$ cat src/sv/packet_delay_histogram_core_macros.svh
// Assertion macros shared by the packet delay histogram RTL.
`ifndef PACKET_DELAY_HISTOGRAM_CORE_MACROS_SVH
`define PACKET_DELAY_HISTOGRAM_CORE_MACROS_SVH

// Checked property, disabled while reset is high.
`define PDH_ASSERT(name, prop, msg) \
   name: assert property (@(posedge clock) disable iff (reset) prop) else $error(msg);

// Checked property that also holds during reset.
`define PDH_ASSERT_ALWAYS(name, prop, msg) \
   name: assert property (@(posedge clock) prop) else $error(msg);

`endif

$ cat src/sv/pdh_pkg.sv
// Shared types and constants of the packet delay histogram.
`default_nettype none

package pdh_pkg;

   localparam int DIVIDEND_W = 48;
   localparam int DIVISOR_W  = 32;

   localparam logic [1:0] OP_PACKET  = 2'd0;
   localparam logic [1:0] OP_SUMMARY = 2'd1;
   localparam logic [1:0] OP_BIN     = 2'd2;

   localparam logic [1:0] CSR_RATE_FILTER = 2'd0;
   localparam logic [1:0] CSR_BIN_BASE    = 2'd1;
   localparam logic [1:0] CSR_BIN_WIDTH   = 2'd2;

   localparam logic [7:0]  RATE_FILTER_RESET = 8'd0;
   localparam logic [15:0] BIN_BASE_RESET    = 16'd200;
   localparam logic [9:0]  BIN_WIDTH_RESET   = 10'd10;

   localparam logic [31:0] ONES32   = 32'hFFFF_FFFF;
   localparam logic [47:0] DIFF_MAX = 48'hFFFF_FFFF_FFFF;

   typedef struct packed {
      logic                  busy;
      logic                  done;
      logic [DIVIDEND_W-1:0] quotient;
   } div_res_type;

endpackage

`default_nettype wire

$ cat src/sv/pdh_divider.sv
// Shared restoring divider, one quotient bit per cycle.
`default_nettype none

module pdh_divider (
   input  wire logic                         clock,
   input  wire logic                         reset,
   input  wire logic                         start,
   input  wire logic [pdh_pkg::DIVIDEND_W-1:0] dividend,
   input  wire logic [pdh_pkg::DIVISOR_W-1:0]  divisor,
   output pdh_pkg::div_res_type              res
);
   import pdh_pkg::*;

   localparam int CNT_W = $clog2(DIVIDEND_W);

   logic                  busy_ff;
   logic                  done_ff;
   logic [CNT_W-1:0]      cnt_ff;
   logic [DIVIDEND_W-1:0] dvd_ff;
   logic [DIVISOR_W-1:0]  rem_ff;
   logic [DIVISOR_W-1:0]  dvs_ff;
   logic [DIVISOR_W:0]    rem_sh;
   logic [DIVISOR_W+1:0]  trial;
   logic                  fits;

   always_comb begin
      rem_sh = {rem_ff, dvd_ff[DIVIDEND_W-1]};
      trial  = {1'b0, rem_sh} - {2'b00, dvs_ff};
      fits   = !trial[DIVISOR_W+1];
   end

   always_ff @(posedge clock) begin
      if (reset) begin
         busy_ff <= 1'b0;
         done_ff <= 1'b0;
         cnt_ff  <= '0;
      end else begin
         done_ff <= 1'b0;
         if (start) begin
            busy_ff <= 1'b1;
            cnt_ff  <= CNT_W'(DIVIDEND_W - 1);
            dvd_ff  <= dividend;
            dvs_ff  <= divisor;
            rem_ff  <= '0;
         end else if (busy_ff) begin
            rem_ff <= fits ? trial[DIVISOR_W-1:0] : rem_sh[DIVISOR_W-1:0];
            dvd_ff <= {dvd_ff[DIVIDEND_W-2:0], fits};
            cnt_ff <= cnt_ff - 1'b1;
            if (cnt_ff == '0) begin
               busy_ff <= 1'b0;
               done_ff <= 1'b1;
            end
         end
      end
   end

   assign res.busy     = busy_ff;
   assign res.done     = done_ff;
   assign res.quotient = dvd_ff;

endmodule

`default_nettype wire

$ cat config.mk
export PLATFORM = sky130hd
export DESIGN_NAME = pdh_divider
export DESIGN_NICKNAME = d
export VERILOG_FILES = /design/src/sv/packet_delay_histogram_core_macros.svh /design/src/sv/pdh_pkg.sv /design/src/sv/pdh_divider.sv
export SDC_FILE = /design/constraint.sdc
export NUM_CORES = 1
export LEC_CHECK = 0
export BUFFER_PORTS_ARGS = -buffer_cell sky130_fd_sc_hd__buf_2
export CAP_MARGIN = 30
export CORE_ASPECT_RATIO = 1.4
export CORE_UTILIZATION = 35
export DETAILED_ROUTE_END_ITERATION = 6
export GPL_TIMING_DRIVEN = 0
export PLACE_DENSITY = 0.58
export SLEW_MARGIN = 30
export SYNTH_ARGS = -nofsm -noshare
export SYNTH_HDL_FRONTEND = slang
export SYNTH_SLANG_ARGS = --single-unit
$ cat constraint.sdc
create_clock -name clock -period 6.39 [get_ports clock]
set_input_delay 1.5975 -clock clock [delete_from_list [all_inputs] [get_ports clock]]
set_output_delay 1.5975 -clock clock [all_outputs]
set_load 0.1 [all_outputs]
Word-level counts from Yosys, hierarchy flattened:

Index checks and enable logic that the tools add are counted.

* register bits after elaboration: 120
* word-level logic and storage cells: 28
* output and inout bits: 50
* input port bits: 83

* reductions and logical operators: 7
* muxes and demuxes: 10
* add/subtract/negate cells: 2
* bitwise gates (word level): 2

Operators with widths (number)
* 48-bit 2-to-1 mux: 2
* 32-bit 2-to-1 mux: 2
* 33-bit by 32-bit subtractor with 34-bit output: 1
* 6-bit 2-to-1 mux: 2
* 6-bit zero test: 1
* 6-bit by 1-bit subtractor with 6-bit output, second input constant: 1
* 1-bit 2-to-1 mux: 4
* 2-bit AND reduction: 2
* 3-bit OR reduction: 1
* 1-bit NOT: 2
* 2-bit nonzero test: 1
* 2-bit OR reduction: 1
* 1-bit zero test: 1

Longest topological paths before layout:

* depth after elaboration: 4
* mapped depth: 14
* mapped depth without buffers: 13

Worst setup path after synthesis:

No wires, ideal clock.

* path kind: input to register
* start point: input start
* end point: register dvd_ff[0] (enable)
* library setup time: 519 ps
* data arrival time: 5626 ps
* cell stages on the path: 4
* path buffers: 2
* slack: 246 ps
* data required time: 5871 ps
* cell sequence: clkbuf_1 clkbuf_1 nor2_1 nor2_1

* word-level cells in the longest chain between the ends: 2

Ends and longest elaborated chain
* start: declaration: RTL line pdh_divider.sv:7 `input wire logic start,`
* 2-bit nonzero test (no line)
* 2-bit AND reduction (no line)
* end signal: assignment: RTL line pdh_divider.sv:42 `dvd_ff <= dividend;`
* end signal: assignment: RTL line pdh_divider.sv:47 `dvd_ff <= {dvd_ff[DIVIDEND_W-2:0], fits};`
* end: declaration: RTL line pdh_divider.sv:19 `logic [DIVIDEND_W-1:0] dvd_ff;`

No other way between the ends.
A chain may end at the register's enable or synchronous reset.

Final worst setup path:

* start point: input start
* end point: register dvd_ff[6] (enable)

Same word-level chain as after synthesis.

==> summary.md <==
| Metric | Value |
|---|---|
| # diodes | 0 |
| Max stage delay on crit path | around 490 ps |
| Clk sink count | 120 |
| Fillcell total | between 1500 and 2000 |
| Max IR drop VDD | 0.1991 mV |
| Post-Route M1 WL | between 6000 and 7000 um |
| CP Data Required Time | ~6500 ps |
| First-pass GRT wire length | about 26000 um |
| Share of cells above drive strength 1 | 0.3373 |
| Post-DP HPWL | around 12000 um |
| Ys async rst share | 0 |
| Core area | roughly 19000 um2 |
| Max Root-Sink Buffers | 2 |
| Setup bufs post-CTS | 0 |
| I/O pins | 133 |
| Yosys warning count | 0 |
| Detailed-route via count | 4995 |
| Initial antenna violation count | 0 |
| Multi-input gate area | roughly 2900 um2 |
| Grt total ovfl | 0 |
| Max layer used | met4 |
| Residual DRC | 0 |
| Worst setup slack after layout | between 3000 and 4000 ps |
| Register area | 3523 um2 |
| WL final | 15850 um |
| CP max FO | 25 |
| Area growth, synth to finish | 24.97% |
| Worst EP arrival | ~3400 ps |
| Place WS | roughly 2600 ps |
| Tcrit/Tclk final | 0.5113 |
| Number of buffers created by CTS | 17 |
| Synthesized cell area | around 6700 um2 |
| Syn Area/Cell | roughly 11 um2 |
| Critical Path Source Type | primary input |
| Port buffer count | 130 |
| Synth Net Count | approximately 700 |
| 1st-iter DRT viols | about 220 |
| Final hold vios | 0 |
| CP endpoint kind | flop |
| Top FF cell, synth | edfxtp_1 |
| Hold Path Class | reg2reg |
| Number of synthesized flops with an enable pin | 112 |
| GRT Util Overall | 0.1680 |
| Power Density | 309.0 nW/um2 |
| Die width | around 120 um |
| Critical path class | in2reg |
| Post-Syn Instances | 586 |
| Synth cell types | 62 |
| Total Negative Setup Slacks | 0 ps |
| CTS tree | built |
| DRT Pass-1 Iters | 4 |
| Worst R2R Setup Slack | between 3000 and 4000 ps |
| Clk Latency, worst-skew pair | 430 ps |
| Gpl congestion | between 0.8 and 0.9 |
| Initial Util | 0.3590 |
| Pleak | 3.441 nW |
| Clk root buf | clkbuf_16 |
| Max Cap Viol | 0 |
| Status | finished clean |
| Crit-path slowest cell | clkbuf_1 |
| Chip height | 165.8 um |
| Antenna-violating nets left | 0 |
| Unrepaired setup endpoints after global routing | no |
| Final core utilization | 0.4487 |
| Final nets | between 800 and 900 |
| Number of synthesized register bits | 120 |
| Sequential-to-total area share from yosys stat | 0.5255 |
| Crit path time final | approximately 3300 ps |
| Critical-path cell list | clkbuf_1 > clkbuf_1 > nor2_1 > nor2_4 > buf_16 > buf_16 |
| Num rows | approximately 60 |
| Post_cts resized | 0 |
| Rel. slew slack | 0.5174 |
| Largest net degree at the start of global routing | 26 |
| Buf+Inv Stages, Crit Path | 4 |
| Worst Clk Skew | roughly 12 ps |
| CTS clk-pin slew, worst paths | 60 ps |
| DR WL/cell | 15.89 um |
| CTS hold repair buffers | 0 |
| Metal3 WL | roughly 1000 um |
| Top cell family by delay on the critical path | buffers and inverters |
| Met2 routed WL | just over 8000 um |
| Total chip power | approximately 2.6 mW |
| Fmax | just over 300 MHz |
| Vias per inst | between 5 and 6 |
| Setup violators final | 0 |
| Die area | about 20000 um2 |
| H-tree depth | 4 |
| Vias in the first global route | approximately 5500 |
| Worst Max-Slew Pin Slew | approximately 720 ps |
| Pins Over Slew Limit | 0 |
registers in the layout (all words and copies together) (netlist names):
signal   count
dvd_ff      48
dvs_ff      32
rem_ff      32
cnt_ff       6
busy_ff      1
done_ff      1
kinds of logic (layout without fill, tap and decap cells):
kind of cell,count (synthesis),after routing,share of synthesized area
flops,120,120,0.5255
mux,53,53,0.08882
simple gates,144,144,0.09629
xor+xnor,26,26,0.03396
compound gates,135,135,0.1414
buf+inv,73,240,0.04758
fa+ha+maj,35,35,0.06643
worst register-to-register path: stages, from the launching register on:
cell and delay, ps:
edfxtp_1 420, inv_1 80, ha_1 150, inv_1 50, fa_1 410, a21oi_1 260, o211ai_1 150, a211o_1 310
nand2_1 220, o31ai_4 130, a31o_2 310, and3b_1 170, o31ai_1 230, a21oi_1 110
metrics by stage:
stage | cells | hold slack [ps] | cell area, um2
finish | 997 | 520.9 | 8379
CTS | 997 | 523.4 | 8379
detailed placement | 965 | 510.0 | 7814
global route | 997 | 539.7 | 8379
floorplan | 586 | 470.9 | 6705
global placement | 960 | 484.6 | 7661
area by class of cell:
class / instances / area share
buffer: 21 / 0.01478
clock buffer: 19 / 0.05286
clock inverter: 13 / 0.01463
inverter: 52 / 0.02329
multi-input combinational: 393 / 0.3434
sequential: 120 / 0.4205
tap: 244 / 0.03643
timing repair buffer: 135 / 0.09407
placed cells by master, fill, tap and decap left out, types with 3 or more instances in the layout:
master / n
a211o_1: 3
a211oi_2: 7
a21o_1: 5
a21oi_1: 57
a21oi_2: 7
a31oi_1: 3
buf_16: 5
buf_2: 133
buf_4: 3
buf_6: 4
clkbuf_1: 12
clkbuf_16: 17
clkinv_4: 3
clkinvlp_4: 4
dfxtp_1: 8
edfxtp_1: 112
ha_1: 34
inv_1: 51
inv_6: 3
mux2_2: 48
mux2i_1: 4
nand2_1: 68
nand2b_1: 4
nand3_1: 8
nand4_1: 3
nor2_1: 32
nor3_1: 8
nor3b_1: 3
nor4_1: 3
o211ai_1: 4
o21ai_0: 20
o21ai_1: 4
xnor2_1: 16
xor2_1: 10
report_power, final:
group / internal [mW] / leakage, nW / switching [mW]
combinational: 0.236 / 2.04 / 0.453
sequential: 0.941 / 1.14 / 0.0314
clock: 0.548 / 0.266 / 0.380
total: 1.72 / 3.44 / 0.864
synthesized netlist by cell type, types with 3 or more instances:
library cell  number  area share
a211oi_2           7       0.013
edfxtp_1         112        0.50
mux2i_1            4      0.0060
nor4_1             3      0.0028
buf_6              4      0.0067
nor3_1             8      0.0060
xnor2_1           16       0.021
ha_1              34       0.063
o21ai_0           20       0.015
mux2_2            48       0.081
clkbuf_1          11      0.0062
nor3b_1            3      0.0034
nand2_1           68       0.038
o211ai_1           4      0.0045
buf_4              3      0.0034
nand2b_1           4      0.0037
a211o_1            3      0.0039
nor2_1            34       0.019
inv_1             51       0.029
o21ai_1            4      0.0030
dfxtp_1            8       0.024
nand4_1            3      0.0028
nand3_1            8      0.0060
a21oi_2            7      0.0091
buf_2              3      0.0022
a21oi_1           57       0.043
a21o_1             5      0.0056
a31oi_1            3      0.0028
xor2_1            10       0.013
final timing paths:
kind,start,end,depth (start not counted)
max,start,dvd_ff[6],6
min,cnt_ff[0],cnt_ff[0],2
max reg2reg,dvd_ff[47],rem_ff[26],13
min reg2reg,cnt_ff[0],cnt_ff[0],2
routing by layer:
metal | global-route usage | up-vias
met3 | 0.04842 | 27
met5 | 0 | -
met2 | 0.3018 | 161
li1 | - | 2444
met1 | 0.1802 | 2363
met4 | 0.07485 | 0
Note: power is estimated with default switching activity, not from simulation.
